--- src/rtl/mclt_pkg.sv ---
// ----------------------------------------------------------------------------
// Mail command line tokenizer package
// Field widths, character codes, register indexes and the lowercase helper.
// ----------------------------------------------------------------------------
package mclt_pkg;

    // Payload widths.
    localparam int unsigned BYTE_W  = 8;
    localparam int unsigned KIND_W  = 2;
    localparam int unsigned SLOT_W  = 4;
    localparam int unsigned IDX_W   = 2;

    typedef logic [BYTE_W-1:0] byte_t;
    typedef logic [KIND_W-1:0] kind_t;
    typedef logic [SLOT_W-1:0] slot_t;
    typedef logic [IDX_W-1:0]  cfg_idx_t;

    // Kind of an emitted byte.
    localparam kind_t KIND_NONE = 2'd0;
    localparam kind_t KIND_CMD  = 2'd1;
    localparam kind_t KIND_ARG  = 2'd2;

    // Configuration register indexes.
    localparam cfg_idx_t REG_MAX_CMD_LEN = 2'd0;
    localparam cfg_idx_t REG_MAX_ARG_LEN = 2'd1;
    localparam cfg_idx_t REG_MAX_ARG_CNT = 2'd2;

    // Reset values of the limits.
    localparam byte_t RST_MAX_CMD_LEN = 8'd4;
    localparam byte_t RST_MAX_ARG_LEN = 8'd40;
    localparam slot_t RST_MAX_ARG_CNT = 4'd2;

    // Character codes.
    localparam byte_t CH_SPACE = 8'h20;
    localparam byte_t CH_CR    = 8'h0D;
    localparam byte_t CH_LF    = 8'h0A;
    localparam byte_t CH_UP_A  = 8'h41;
    localparam byte_t CH_UP_Z  = 8'h5A;
    localparam byte_t CASE_OFS = 8'h20;

    // ASCII uppercase letters map to lowercase; all other bytes pass.
    function automatic byte_t to_lower(input byte_t c);
        byte_t r;
        r = c;
        if (c >= CH_UP_A && c <= CH_UP_Z)
        begin
            r = c + CASE_OFS;
        end
        return r;
    endfunction

endpackage

--- src/rtl/mclt_in_if.sv ---
// ----------------------------------------------------------------------------
// Input byte channel
// Valid/ready channel that carries one byte of the command line stream.
// ----------------------------------------------------------------------------
interface mclt_in_if;
    logic            valid;
    logic            ready;
    mclt_pkg::byte_t in_byte;

    modport source (output valid, output in_byte, input ready);
    modport sink (input valid, input in_byte, output ready);
endinterface

--- src/rtl/mclt_out_if.sv ---
// ----------------------------------------------------------------------------
// Result channel
// Valid/ready channel that carries one tagged byte and the line status.
// ----------------------------------------------------------------------------
interface mclt_out_if;
    logic            valid;
    logic            ready;
    mclt_pkg::byte_t out_char;
    mclt_pkg::kind_t char_kind;
    mclt_pkg::slot_t arg_slot;
    mclt_pkg::byte_t char_position;
    logic            line_done;
    logic            line_error;
    mclt_pkg::slot_t arg_total;
    mclt_pkg::byte_t command_length;

    modport source (
        output valid, output out_char, output char_kind, output arg_slot,
        output char_position, output line_done, output line_error,
        output arg_total, output command_length, input ready
    );
    modport sink (
        input valid, input out_char, input char_kind, input arg_slot,
        input char_position, input line_done, input line_error,
        input arg_total, input command_length, output ready
    );
endinterface

--- src/rtl/mclt_cfg_if.sv ---
// ----------------------------------------------------------------------------
// Configuration write channel
// Valid/ready channel that carries a register index and its write data.
// ----------------------------------------------------------------------------
interface mclt_cfg_if;
    logic               valid;
    logic               ready;
    mclt_pkg::cfg_idx_t index;
    mclt_pkg::byte_t    data;

    modport source (output valid, output index, output data, input ready);
    modport sink (input valid, input index, input data, output ready);
endinterface

--- src/rtl/mail_command_line_tokenizer.sv ---
// ----------------------------------------------------------------------------
// Mail command line tokenizer
// Splits a CRLF-ended command line into a command and arguments, one byte
// per request, and emits each kept byte lowercased with its tag.
// ----------------------------------------------------------------------------
// Usage:
//   item   : one byte of the line per request (valid/ready).
//   result : exactly one result per input byte, in order: the tagged byte
//            (kind, argument slot, position) and the line status (done,
//            sticky error, argument count, command length).
//   cfg    : register writes (index 0 command length limit, 1 argument
//            length limit, 2 argument count limit); always ready, and to be
//            written only while no byte is in flight.
// An accepted byte passes through the input register, then through the state
// update into the result register. Throughput is one byte per cycle while
// the receiver takes results, set by the combinational phase and counter
// update between the two registers.
// Reset returns the line state to the start phase with zero counts and a
// clear error, and loads the default limits (4, 40, 2).
// When the receiver stalls, the result register holds its request and the
// input register still takes one more byte; after that, ready drops until
// the result is taken.
// ----------------------------------------------------------------------------
module mail_command_line_tokenizer (
    input  logic       clk,
    input  logic       rst_n,
    mclt_in_if.sink    item,
    mclt_out_if.source result,
    mclt_cfg_if.sink   cfg
);

    // Phase codes.
    localparam logic [2:0] PH_START = 3'd0;
    localparam logic [2:0] PH_CMD   = 3'd1;
    localparam logic [2:0] PH_ARGS  = 3'd2;
    localparam logic [2:0] PH_CR    = 3'd3;
    localparam logic [2:0] PH_DONE  = 3'd4;

    // Configuration registers.
    mclt_pkg::byte_t max_cmd_len_reg;
    mclt_pkg::byte_t max_arg_len_reg;
    mclt_pkg::slot_t max_arg_cnt_reg;

    // Input register.
    logic            in_valid_reg;
    mclt_pkg::byte_t in_byte_reg;

    // Line state.
    logic [2:0]      phase_reg, phase_next;
    mclt_pkg::byte_t cmd_count_reg, cmd_count_next;
    mclt_pkg::slot_t arg_count_reg, arg_count_next;
    mclt_pkg::byte_t arg_bytes_reg, arg_bytes_next;
    logic            error_reg, error_next;

    // Result register.
    logic            out_valid_reg;
    mclt_pkg::byte_t out_char_reg, out_char_next;
    mclt_pkg::kind_t kind_reg, kind_next;
    mclt_pkg::slot_t slot_reg, slot_next;
    mclt_pkg::byte_t pos_reg, pos_next;
    logic            done_reg, done_next;

    logic            advance;
    mclt_pkg::byte_t lower_byte;
    logic            is_space;
    logic            is_cr;

    // The input byte moves on when the result register is free or drains.
    assign advance    = in_valid_reg && (!out_valid_reg || result.ready);
    assign item.ready = !in_valid_reg || advance;
    assign cfg.ready  = 1'b1;

    // Configuration writes.
    always_ff @(posedge clk or negedge rst_n)
    begin
        if (!rst_n)
        begin
            max_cmd_len_reg <= mclt_pkg::RST_MAX_CMD_LEN;
            max_arg_len_reg <= mclt_pkg::RST_MAX_ARG_LEN;
            max_arg_cnt_reg <= mclt_pkg::RST_MAX_ARG_CNT;
        end
        else if (cfg.valid)
        begin
            unique case (cfg.index)
                mclt_pkg::REG_MAX_CMD_LEN: max_cmd_len_reg <= cfg.data;
                mclt_pkg::REG_MAX_ARG_LEN: max_arg_len_reg <= cfg.data;
                mclt_pkg::REG_MAX_ARG_CNT:
                    max_arg_cnt_reg <= cfg.data[mclt_pkg::SLOT_W-1:0];
                default: ;
            endcase
        end
    end

    // Input register.
    always_ff @(posedge clk or negedge rst_n)
    begin
        if (!rst_n)
        begin
            in_valid_reg <= 1'b0;
        end
        else if (item.ready)
        begin
            in_valid_reg <= item.valid;
        end
    end

    always_ff @(posedge clk)
    begin
        if (item.valid && item.ready)
        begin
            in_byte_reg <= item.in_byte;
        end
    end

    assign lower_byte = mclt_pkg::to_lower(in_byte_reg);
    assign is_space   = (in_byte_reg == mclt_pkg::CH_SPACE);
    assign is_cr      = (in_byte_reg == mclt_pkg::CH_CR);

    // Phase and counter update for the byte in the input register.
    always_comb
    begin
        phase_next     = phase_reg;
        cmd_count_next = cmd_count_reg;
        arg_count_next = arg_count_reg;
        arg_bytes_next = arg_bytes_reg;
        error_next     = error_reg;
        out_char_next  = '0;
        kind_next      = mclt_pkg::KIND_NONE;
        slot_next      = '0;
        pos_next       = '0;
        done_next      = 1'b0;

        unique case (phase_reg) inside
            PH_START, PH_CMD:
            begin
                if (phase_reg == PH_CMD && is_space)
                begin
                    phase_next     = PH_ARGS;
                    arg_bytes_next = '0;
                end
                else if (phase_reg == PH_CMD && is_cr)
                begin
                    phase_next = PH_CR;
                end
                else
                begin
                    phase_next = PH_CMD;
                    if (cmd_count_reg >= max_cmd_len_reg)
                    begin
                        error_next = 1'b1;
                    end
                    else
                    begin
                        out_char_next  = lower_byte;
                        kind_next      = mclt_pkg::KIND_CMD;
                        pos_next       = cmd_count_reg;
                        cmd_count_next = cmd_count_reg + 8'd1;
                    end
                end
            end
            PH_ARGS:
            begin
                if (is_space || is_cr)
                begin
                    // A space or the final CR closes the current argument if a slot is left.
                    if (arg_count_reg >= max_arg_cnt_reg)
                    begin
                        error_next = 1'b1;
                    end
                    else
                    begin
                        arg_count_next = arg_count_reg + 4'd1;
                        arg_bytes_next = '0;
                    end
                    if (is_cr)
                    begin
                        phase_next = PH_CR;
                    end
                end
                else if (arg_count_reg >= max_arg_cnt_reg ||
                         arg_bytes_reg >= max_arg_len_reg)
                begin
                    error_next = 1'b1;
                end
                else
                begin
                    out_char_next  = lower_byte;
                    kind_next      = mclt_pkg::KIND_ARG;
                    slot_next      = arg_count_reg;
                    pos_next       = arg_bytes_reg;
                    arg_bytes_next = arg_bytes_reg + 8'd1;
                end
            end
            PH_CR:
            begin
                if (in_byte_reg == mclt_pkg::CH_LF)
                begin
                    phase_next = PH_DONE;
                    done_next  = 1'b1;
                end
                else
                begin
                    phase_next     = PH_START;
                    cmd_count_next = '0;
                    arg_count_next = '0;
                    arg_bytes_next = '0;
                    error_next     = 1'b0;
                end
            end
            default:
            begin
                // After a completed line, or on an unused code, start over.
                phase_next     = PH_START;
                cmd_count_next = '0;
                arg_count_next = '0;
                arg_bytes_next = '0;
                error_next     = 1'b0;
            end
        endcase
    end

    // Line state registers.
    always_ff @(posedge clk or negedge rst_n)
    begin
        if (!rst_n)
        begin
            phase_reg     <= PH_START;
            cmd_count_reg <= '0;
            arg_count_reg <= '0;
            arg_bytes_reg <= '0;
            error_reg     <= 1'b0;
        end
        else if (advance)
        begin
            phase_reg     <= phase_next;
            cmd_count_reg <= cmd_count_next;
            arg_count_reg <= arg_count_next;
            arg_bytes_reg <= arg_bytes_next;
            error_reg     <= error_next;
        end
    end

    // Result register valid.
    always_ff @(posedge clk or negedge rst_n)
    begin
        if (!rst_n)
        begin
            out_valid_reg <= 1'b0;
        end
        else if (!out_valid_reg || result.ready)
        begin
            out_valid_reg <= in_valid_reg;
        end
    end

    // Result register payload.
    always_ff @(posedge clk)
    begin
        if (advance)
        begin
            out_char_reg <= out_char_next;
            kind_reg     <= kind_next;
            slot_reg     <= slot_next;
            pos_reg      <= pos_next;
            done_reg     <= done_next;
        end
    end

    // The status fields show the line state after the byte in the result.
    assign result.valid          = out_valid_reg;
    assign result.out_char       = out_char_reg;
    assign result.char_kind      = kind_reg;
    assign result.arg_slot       = slot_reg;
    assign result.char_position  = pos_reg;
    assign result.line_done      = done_reg;
    assign result.line_error     = error_reg;
    assign result.arg_total      = arg_count_reg;
    assign result.command_length = cmd_count_reg;

    // A command byte is only ever kept before any argument is closed.
    assert property (@(posedge clk) disable iff (!rst_n)
        out_valid_reg && kind_reg == mclt_pkg::KIND_CMD |-> arg_count_reg == '0)
    else $error("command byte emitted after an argument was closed");

    // The byte that completes a line is never a kept byte.
    assert property (@(posedge clk) disable iff (!rst_n)
        out_valid_reg && done_reg |-> kind_reg == mclt_pkg::KIND_NONE &&
        phase_reg == PH_DONE)
    else $error("line done with a kept byte or wrong phase");

    // A dropped byte carries no character and no position.
    assert property (@(posedge clk) disable iff (!rst_n)
        out_valid_reg && kind_reg == mclt_pkg::KIND_NONE |->
        out_char_reg == '0 && pos_reg == '0 && slot_reg == '0)
    else $error("dropped byte carries payload");

    // The line state only moves when a byte passes into the result register.
    assert property (@(posedge clk) disable iff (!rst_n)
        !advance |=> $stable(phase_reg) && $stable(cmd_count_reg) &&
        $stable(arg_count_reg) && $stable(error_reg))
    else $error("line state changed without a byte");

endmodule

--- src/flat_wrapper.sv ---
// flat-port wrapper written by rule: the top's interface ports become plain ports
module mail_command_line_tokenizer_flat 
  (clk, rst_n, item_valid, item_in_byte, item_ready, result_valid, result_out_char, result_char_kind, result_arg_slot, result_char_position, result_line_done, result_line_error, result_arg_total, result_command_length, result_ready, cfg_valid, cfg_index, cfg_data, cfg_ready);
  mclt_in_if item_i ();
  mclt_out_if result_i ();
  mclt_cfg_if cfg_i ();
  input  logic clk;
  input  logic rst_n;
  input wire logic [$bits(item_i.valid)-1:0] item_valid;
  input wire logic [$bits(item_i.in_byte)-1:0] item_in_byte;
  output wire logic [$bits(item_i.ready)-1:0] item_ready;
  output wire logic [$bits(result_i.valid)-1:0] result_valid;
  output wire logic [$bits(result_i.out_char)-1:0] result_out_char;
  output wire logic [$bits(result_i.char_kind)-1:0] result_char_kind;
  output wire logic [$bits(result_i.arg_slot)-1:0] result_arg_slot;
  output wire logic [$bits(result_i.char_position)-1:0] result_char_position;
  output wire logic [$bits(result_i.line_done)-1:0] result_line_done;
  output wire logic [$bits(result_i.line_error)-1:0] result_line_error;
  output wire logic [$bits(result_i.arg_total)-1:0] result_arg_total;
  output wire logic [$bits(result_i.command_length)-1:0] result_command_length;
  input wire logic [$bits(result_i.ready)-1:0] result_ready;
  input wire logic [$bits(cfg_i.valid)-1:0] cfg_valid;
  input wire logic [$bits(cfg_i.index)-1:0] cfg_index;
  input wire logic [$bits(cfg_i.data)-1:0] cfg_data;
  output wire logic [$bits(cfg_i.ready)-1:0] cfg_ready;
  assign item_i.valid = item_valid;
  assign item_i.in_byte = item_in_byte;
  assign item_ready = item_i.ready;
  assign result_valid = result_i.valid;
  assign result_out_char = result_i.out_char;
  assign result_char_kind = result_i.char_kind;
  assign result_arg_slot = result_i.arg_slot;
  assign result_char_position = result_i.char_position;
  assign result_line_done = result_i.line_done;
  assign result_line_error = result_i.line_error;
  assign result_arg_total = result_i.arg_total;
  assign result_command_length = result_i.command_length;
  assign result_i.ready = result_ready;
  assign cfg_i.valid = cfg_valid;
  assign cfg_i.index = cfg_index;
  assign cfg_i.data = cfg_data;
  assign cfg_ready = cfg_i.ready;
  mail_command_line_tokenizer u_core (.clk(clk), .rst_n(rst_n), .item(item_i), .result(result_i), .cfg(cfg_i));
endmodule
--- config.mk ---
export PLATFORM = sky130hd
export DESIGN_NAME = mail_command_line_tokenizer_flat
export DESIGN_NICKNAME = d
export VERILOG_FILES = /design/src/rtl/mclt_pkg.sv /design/src/rtl/mclt_in_if.sv /design/src/rtl/mclt_out_if.sv /design/src/rtl/mclt_cfg_if.sv /design/src/rtl/mail_command_line_tokenizer.sv /design/src/flat_wrapper.sv
export SDC_FILE = /design/constraint.sdc
export NUM_CORES = 1
export LEC_CHECK = 0
export ABC_AREA = 1
export BUFFER_PORTS_ARGS = -buffer_cell sky130_fd_sc_hd__buf_2
export CAP_MARGIN = 0
export CORE_MARGIN = 2
export CORE_UTILIZATION = 45
export DETAILED_ROUTE_END_ITERATION = 10
export PLACE_DENSITY_LB_ADDON = 0.15
export SYNTH_ARGS = -nofsm -noshare
export SYNTH_HDL_FRONTEND = slang
export SYNTH_SLANG_ARGS = --single-unit
--- constraint.sdc ---
create_clock -name clk -period 1.95 [get_ports clk]
set_clock_uncertainty 0.05 [all_clocks]
set_input_delay 0.2925 -clock clk [delete_from_list [all_inputs] [get_ports clk]]
set_output_delay 0.2925 -clock clk [all_outputs]
set_load 0.005 [all_outputs]
## Word-level counts from Yosys, hierarchy flattened

Cells that the tools add are included.
W data, S select, Z words.

- Add/subtract/negate cells: 4
- Mux-type cells: 48
- Bitwise operators: 2
- $lt $le $gt $ge: 5
- Reductions and logical operators: 23
- Equality and inequality tests: 21

Operator list:

| operator | number |
|---|---|
| $mux W8 | 19 |
| $pmux W8 S3 | 2 |
| $pmux W8 S2 | 2 |
| $add A8 B1 Y8 const B | 2 |
| $eq A8 B4 Y1 const B | 2 |
| $ge A8 B8 Y1 | 2 |
| $mux W2 | 6 |
| $mux W4 | 3 |
| $ne A2 B2 Y1 const B | 6 |
| $ne A3 B3 Y1 const B | 4 |
| $pmux W4 S3 | 1 |
| $reduce_and A5 Y1 | 2 |
| $mux W1 | 9 |
| $mux W3 | 3 |
| $pmux W3 S3 | 1 |
| $add A8 B6 Y8 const B | 1 |
| $eq A8 B6 Y1 const B | 1 |
| $ge A8 B7 Y1 const B | 1 |
| $le A8 B7 Y1 const B | 1 |
| $reduce_and A7 Y1 | 1 |
| $eq A3 B2 Y1 const B | 2 |
| $ne A2 B1 Y1 const B | 3 |
| $reduce_and A2 Y1 | 3 |
| $reduce_and A6 Y1 | 1 |
| 16 further kinds | 25 |

- Register bits after elaboration: 77
- Input port bits: 23
- Output and inout port bits: 39

## Logic depth before layout (Yosys ltp)

Gate-level depths: netlist of run 1.

- Depth after elaboration: 7
- Gate-level depth with buffers: 14
- Depth with buffers taken out: 14

## Least setup slack after synthesis of run 1

Ideal clock, no wire load.

- Path type: register to register
- Start: register u_core.out_valid_reg (netlist: u_core.result.valid)
- End: register u_core.arg_bytes_reg[6]
- Data arrival time: 1.814 ns
- Cell stages (with the launch flop): 10
- Path slack: -0.032 ns
- Setup time: 0.118 ns
- Cells stage by stage: dfrtp_1 nand2_1 nand2_1 inv_1 nand2_1 a21oi_1 nand2_2 buf_6 nand2_1 o21ai_2

- Word-level cells in the longest chain between the ends: 4

Ends and longest elaborated chain:

| item | RTL line | RTL |
|---|---|---|
| start, declared | mail_command_line_tokenizer.sv:56 | `logic out_valid_reg;` |
| start signal, assigned | mail_command_line_tokenizer.sv:252 | `out_valid_reg <= in_valid_reg;` |
| $logic_not A1 Y1 | mail_command_line_tokenizer.sv:69 | `assign advance = in_valid_reg && (!out_valid_reg \|\| result.ready);` |
| $logic_or A1 B1 Y1 | mail_command_line_tokenizer.sv:69 |  |
| $logic_and A1 B1 Y1 | mail_command_line_tokenizer.sv:69 |  |
| named net u_core.advance | mail_command_line_tokenizer.sv:63 | `logic advance;` |
| $reduce_and A5 Y1 (no line) | n/a |  |
| end signal, assigned | mail_command_line_tokenizer.sv:238 | `arg_bytes_reg <= arg_bytes_next;` |
| end, declared | mail_command_line_tokenizer.sv:52 | `mclt_pkg::byte_t arg_bytes_reg, arg_bytes_next;` |

The timed path passes the listed nets, and every way through them passes these cells.
A chain may end at the register's enable or synchronous reset.

## Worst setup path after layout of run 1

- Start: register u_core.max_arg_cnt_reg[1]
- End: register u_core.out_char_reg[4] (netlist: u_core.result.out_char[4]) (data pin)

- Word-level cells in the longest chain between the ends: 5

Ends and longest elaborated chain:

| item | RTL line | RTL |
|---|---|---|
| start, declared | mail_command_line_tokenizer.sv:42 | `mclt_pkg::slot_t max_arg_cnt_reg;` |
| start signal, assigned | mail_command_line_tokenizer.sv:80 | `max_arg_cnt_reg <= mclt_pkg::RST_MAX_ARG_CNT;` |
| start signal, assigned | mail_command_line_tokenizer.sv:88 | `max_arg_cnt_reg <= cfg.data[mclt_pkg::SLOT_W-1:0];` |
| $ge A4 B4 Y1 | mail_command_line_tokenizer.sv:180 | `else if (arg_count_reg >= max_arg_cnt_reg \|\|` |
| $logic_or A1 B1 Y1 | mail_command_line_tokenizer.sv:180 |  |
| $mux W8 | mail_command_line_tokenizer.sv:180 |  |
| $mux W8 | mail_command_line_tokenizer.sv:163 | `if (is_space \|\| is_cr)` |
| $pmux W8 S2 | mail_command_line_tokenizer.sv:133 | `unique case (phase_reg) inside` |
| named net u_core.out_char_next[4] | mail_command_line_tokenizer.sv:57 | `mclt_pkg::byte_t out_char_reg, out_char_next;` |
| end signal, assigned | mail_command_line_tokenizer.sv:261 | `out_char_reg <= out_char_next;` |
| end, declared | mail_command_line_tokenizer.sv:57 |  |

The timed path passes the listed nets, and every way through them passes these cells.

==> results by group, run 1 <==
Outcome
  – Status: finished, final reports clean

Clocking
  – CTS tree: yes
  – CTS sink count: 77
  – Num CTS Buffers: 9
  – CTS Buffer Depth: 2
  – CTS HTree Levels: 3
  – Skew-Pair Late Insertion Delay: 340 ps
  – Root Driver: clkbuf_8
  – Reg clk slew, reported paths: 80 ps

Floorplanning
  – Die W: 98.9 µm
  – Placeable core area: 8720 µm²
  – Die H: 98.9 µm
  – FP Rows: 34
  – Die area: 9790 µm²
  – Boundary pin count: 62
  – Initial Util: 46.5%

Global routing
  – Largest net degree at the start of global routing: 19
  – Initial antenna violation count: 0
  – First-pass GRT wire length: 15.0 mm
  – Gr ovfl total: 0
  – Vias in the first global route: 3197
  – GR Util All Layers: 19.0%

Synth
  – Netlist cell types: 34
  – Cell count after synthesis: 464
  – Synth area leaders: dfrtp_1, edfxtp_1, nand2_1, ha_1, inv_1
  – Dominant synthesized flop cell: dfrtp_1
  – Synth Cell Area: 4060 µm²
  – Largest area contributor in the netlist: dfrtp_1
  – Post-synth EDFFs: 31
  – FF+latch count, synth: 77
  – Synthesized area per cell: 8.74 µm²
  – Asr flop ratio synth: 59.7%
  – Synth Warn #: 0
  – Top cell type's share of synthesized area: 25.9%
  – Post-Syn Nets: 511
  – Sequential-to-total area share from yosys stat: 51.4%

Worst setup path
  – Endpoint type of the worst setup path: register
  – WP data required: 2110 ps
  – Worst Path Arrival: 2060 ps
  – Startpoint Class: register
  – Setup CP Type: register to register
  – CP max FO: 8

Final layout
  – Layout Utilization: 58.0%
  – Fillers: 774
  – Nets: 614
  – Antenna cell count: 0
  – Layout cell share with drive strength beyond 1: 27.8%
  – P&R area growth vs syn: 24.6%

Placement
  – Port Buffers: 60
  – Gpl congestion: 0.822
  – Post-DP HPWL: 6.90 mm
  – Setup WS pre-CTS: -54.4 ps

STA
  – Fin crit share: 97.6%
  – Slew headroom: 64.2%
  – Setup violators final: 0
  – Count of final max-slew check failures: 0
  – Fin crit period: 1900 ps
  – Worst Setup Slack, final: 46.9 ps
  – Hold Fails Final Rpt: 0
  – Worst-margin pin slew: 536 ps
  – Final TNS setup: 0 ps
  – Fmax: 0.525 GHz
  – RSZ-0062 raised after global routing: yes

Pwr
  – Leak pwr: 0.00251 µW
  – Power per cell area: 986 nW/µm²
  – Peak supply drop: 0.567 mV

Route
  – Via count: 3346
  – Via-per-instance ratio: 4.92
  – Routed WL: 9.07 mm
  – Pre-Repair DR Iteration Count: 5
  – DRC: 0
  – Iter 0 DRT Violations: 142
  – Drt wl/cell: 13.3 µm
  – Antenna-violating nets left: 0

Hold path
  – Min-delay worst type: input port to register

Run
  – Max-Cap Viols: 0
==> through the flow <==
stage          power, µW  hold slack, ps  instance area, µm²  std cells
3_5_place_dp        3700             204                4710        660
6_report            4980            74.7                5050        680
4_1_cts             4880            63.2                4910        677
3_3_place_gp        3650             197                4710        660
2_1_floorplan       3060           -53.1                4060        464
5_1_grt             5330            62.3                5050        680
==> power by group <==
| part | internal (µW) | switching, µW | total, µW | leakage (µW) |
|---|---|---|---|---|
| Sequential | 2010 | 175 | 2190 | 0.000888 |
| Combinational | 724 | 916 | 1640 | 0.00153 |
| Clock | 579 | 576 | 1160 | 0.0000911 |
| Total | 3320 | 1670 | 4980 | 0.00251 |
==> worst max-delay path, cell delays in order (launching register included) <==
cell     delay (ps)
dfstp_2         540
inv_2            50
ha_4            210
nand2_2          50
nand2_1          40
nand2_1          70
nand2_2          60
nor2_4          170
nand4_4         210
buf_6           200
a21oi_2         120
==> cell usage after synthesis, types with 3 or more instances <==
master,number
nand2_1,128
inv_1,70
dfrtp_1,42
o21ai_0,39
edfxtp_1,31
nand3_1,31
nor2_1,31
ha_1,24
a21oi_1,12
a21oi_2,6
nand4_1,5
xor2_1,5
dfstp_2,4
nand2_2,3
nor3_1,3
o22ai_1,3
==> placed cells by master, fill, tap and decap left out, types with 21 or more instances in the layout <==
cell / instances
dfrtp_1: 42
ha_1: 21
nor2_1: 28
nand2_1: 120
inv_1: 66
buf_2: 60
edfxtp_1: 31
o21ai_0: 38
buf_4: 34
nand3_1: 29
==> cell type report <==
cell class,count,area (µm²),area share (%)
Clock inverter,6,55.1,1.09
Clock buffer,10,128,2.52
Tap cell,108,135,2.67
Inverter,73,280,5.54
Sequential cell,77,2090,41.3
Multi-Input combinational cell,308,1770,35.0
Timing Repair Buffer,98,599,11.9
==> routing by layer <==
layer	wire, µm	vias to the layer above	GRT usage, %
li1	-	1706	-
met1	4240	1551	26.3
met2	4290	77	30.7
met3	408	12	3.26
met4	121	0	6.22
met5	0	-	0
==> final timing paths <==
kind                                                start                              end  slack (ps)  cells after the start
worst min-delay path                      item_in_byte[3]            u_core.in_byte_reg[3]          70                      1
worst max register to register  u_core.max_arg_cnt_reg[1]        u_core.result.out_char[4]          50                     10
worst min register to register  u_core.max_arg_len_reg[1]        u_core.max_arg_len_reg[1]         440                      2
worst max-delay path            u_core.max_arg_cnt_reg[1]        u_core.result.out_char[4]          50                     10
min in group asynchronous                           rst_n  u_core.result.command_length[7]         360                      2
max in group asynchronous                           rst_n        u_core.max_arg_len_reg[3]         830                      3
==> kinds of logic after synthesis <==
logic type                 count (synthesis)  synth area share, %
and+or+nand+nor                          209                 22.4
buffers and inverters                     80                 8.05
DFF                                       77                 51.4
AOI/OAI and AO/OA                         66                 9.10
adders and majority gates                 24                 7.40
xor gates and xnor gates                   7                 1.51
other                                      1               0.0924
==> what timing repair did <==
action | CTS | global route
hold buffers | 1 | 0
setup endpoints to repair | 17 | 41
gates cloned | 0 | 1
gates resized for setup | 3 | 29
pin swaps | 1 | 12
buffers inserted | 0 | 2
endpoints found under the hold margin | 14 | 0
No activity file was read; power rests on OpenSTA's default activity.
==> inputs of run 2 (changes only) <==
--- a/config.mk
+++ b/config.mk
@@ -9,7 +9,7 @@
 export BUFFER_PORTS_ARGS = -buffer_cell sky130_fd_sc_hd__buf_2
 export CAP_MARGIN = 0
 export CORE_MARGIN = 2
-export CORE_UTILIZATION = 45
+export CORE_UTILIZATION = 51
 export DETAILED_ROUTE_END_ITERATION = 10
 export PLACE_DENSITY_LB_ADDON = 0.15
 export SYNTH_ARGS = -nofsm -noshare
==> constraint.sdc (replaced) <==
create_clock -name clk -period 1.95 [get_ports clk]
set_clock_uncertainty 0.05 [all_clocks]
set_input_delay 0.2925 -clock clk [delete_from_list [all_inputs] [get_ports clk]]
set_output_delay 0.2925 -clock clk [all_outputs]
set_load 0.01 [all_outputs]
==> run 2 against run 1 <==
  * Sequential share of layout area fell by 0.93 points
  * Die area is 11% lower
  * Design area rose by 2.3%
  * Clock power increased by 16%
  * Sequential cell count stayed put
  * Utilization rose by 9.0 points
  * Combinational power grew 9%
  * Via count grew 1.3%
  * Register-to-register slack worse by 40 ps
  * Highest routed layer unchanged
  * Worst setup slack got worse by 42 ps
==> results by group, run 2 (same netlist as run 1, synthesis figures left out) <==
Worst setup path
  – Crit-path cells: inv_2 > ha_4 > nand2_2 > nand2_1 > nand2_1 > nand2_2 > nor2_4 > nand4_4 > buf_12 > o22ai_2
  – Crit-path slowest cell: dfstp_2
  – Delay-heaviest family, CP: simple AND/OR/NAND/NOR gates
  – Startpoint Class: register
  – Crit path buffers/inverters: 2
  – Endpoint type of the worst setup path: register
  – Setup CP Type: register to register
  – Worst Path Arrival: 2090 ps
  – CP max stage delay: 550 ps
  – CP max FO: 5
  – WP data required: 2100 ps

Clocking
  – CTS HTree Levels: 3
  – CTS sink count: 77
  – Skew-Pair Late Insertion Delay: 350 ps
  – Num CTS Buffers: 9
  – CTS Buffer Depth: 2
  – CTS tree: yes
  – Reg clk slew, reported paths: 80 ps
  – Root Driver: clkbuf_8

STA
  – Hold Fails Final Rpt: 0
  – Fmax: 0.514 GHz
  – Fin crit share: 99.8%
  – Count of final max-slew check failures: 0
  – Final TNS setup: 0 ps
  – Slew headroom: 61.5%
  – Setup violators final: 0
  – RSZ-0062 raised after global routing: yes
  – Fin crit period: 1950 ps
  – Worst-margin pin slew: 577 ps
  – Worst Setup Slack, final: 4.48 ps

Pwr
  – Flop pwr share: 41.1%
  – Peak supply drop: 0.639 mV
  – P_int: 3510 µW
  – Leak pwr: 0.00256 µW
  – Switching Share: 34.0%
  – Total power: 5310 µW
  – Switching pwr: 1800 µW
  – Power per cell area: 1030 nW/µm²
  – Clk pwr share: 25.4%
  – Combinational power share: 33.5%

Route
  – Via-per-instance ratio: 5.05
  – Via count: 3390
  – Iter 0 DRT Violations: 196
  – Routed WL: 8.86 mm
  – Pre-Repair DR Iteration Count: 4
  – DRC: 0
  – Antenna-violating nets left: 0
  – Drt wl/cell: 13.2 µm

Global routing
  – Gr ovfl total: 0
  – Initial antenna violation count: 0
  – Vias in the first global route: 3160
  – GR Util All Layers: 21.2%
  – Largest net degree at the start of global routing: 25
  – First-pass GRT wire length: 14.4 mm

Floorplanning
  – Placeable core area: 7730 µm²
  – Boundary pin count: 62
  – Die area: 8680 µm²
  – Die W: 93.2 µm
  – Die H: 93.2 µm
  – Initial Util: 52.5%
  – FP Rows: 32

Placement
  – Port Buffers: 60
  – Gpl congestion: 0.866
  – Post-DP HPWL: 6.57 mm
  – Setup WS pre-CTS: -66.7 ps
  – Dpl cells: 649

Final layout
  – Antenna cell count: 0
  – Nets: 611
  – Layout cell share with drive strength beyond 1: 30.1%
  – Commonest non-fill, non-tap cell in the layout: nand2_1
  – P&R area growth vs syn: 27.5%
  – Non-Filler Instances: 671
  – Commonest cells after routing, fill and taps aside: nand2_1, inv_1, buf_2
  – Fillers: 648

Run
  – Max-Cap Viols: 0

Outcome
  – Status: finished, final reports clean

Hold path
  – Min-delay worst type: input port to register
[run 2: cell type report]
type                            count  area (µm²)  share of cell area, %
Clock inverter                      7        98.8                   1.91
Multi-Input combinational cell    308        1810                   35.1
Tap cell                          102         128                   2.47
Timing Repair Buffer               95         637                   12.3
Clock buffer                        9         124                   2.40
Sequential cell                    77        2090                   40.4
Inverter                           73         283                   5.47
[run 2: metal layers]
layer	up-vias	global-route usage, %	wire [µm]
met4	0	8.09	162
met5	-	0	0
met1	1581	29.4	4060
li1	1714	-	-
met2	78	34.1	4280
met3	17	2.82	351
[run 2: path summary, 6_finish.rpt]
kind | from | end | slack, ps | cells past startpoint
worst max-delay path | u_core.max_arg_cnt_reg[1] | u_core.result.char_position[3] | 4 | 10
worst min-delay path | item_in_byte[7] | u_core.in_byte_reg[7] | 60 | 1
worst max register to register | u_core.max_arg_cnt_reg[1] | u_core.result.char_position[3] | 4 | 10
worst min register to register | u_core.max_cmd_len_reg[5] | u_core.max_cmd_len_reg[5] | 440 | 2
max in group asynchronous | rst_n | u_core.max_arg_len_reg[5] | 820 | 3
min in group asynchronous | rst_n | u_core.result.arg_total[3] | 420 | 2
[run 2: power groups by stage]
stage / Clock (µW) / Sequential [µW] / Combinational (µW)
floorplan: 0 / 2310 / 823
global placement: 0 / 2200 / 1530
detailed placement: 0 / 2210 / 1570
CTS: 1370 / 2180 / 1610
global route: 1430 / 2220 / 2020
finish: 1350 / 2180 / 1780
[run 2: timing repair]
| action | CTS | global route |
|---|---|---|
| buffers inserted | 0 | 3 |
| pin swaps | 0 | 18 |
| gates resized for setup | 3 | 43 |
| hold buffers | 1 | 0 |
| endpoints found under the hold margin | 22 | 0 |
| gates cloned | 0 | 2 |
| endpoints found under the setup margin | 19 | 40 |
[run 2: metrics by stage]
stage / hold slack, ps / cell area [µm²] / util [%]
after floorplan: -53.1 / 4060 / -
after global placement: 273 / 4720 / 61.0
after detailed placement: 280 / 4720 / 61.0
after CTS: 50.7 / 4960 / 64.2
after global routing: 51.1 / 5170 / 66.9
final: 60.8 / 5170 / 66.9
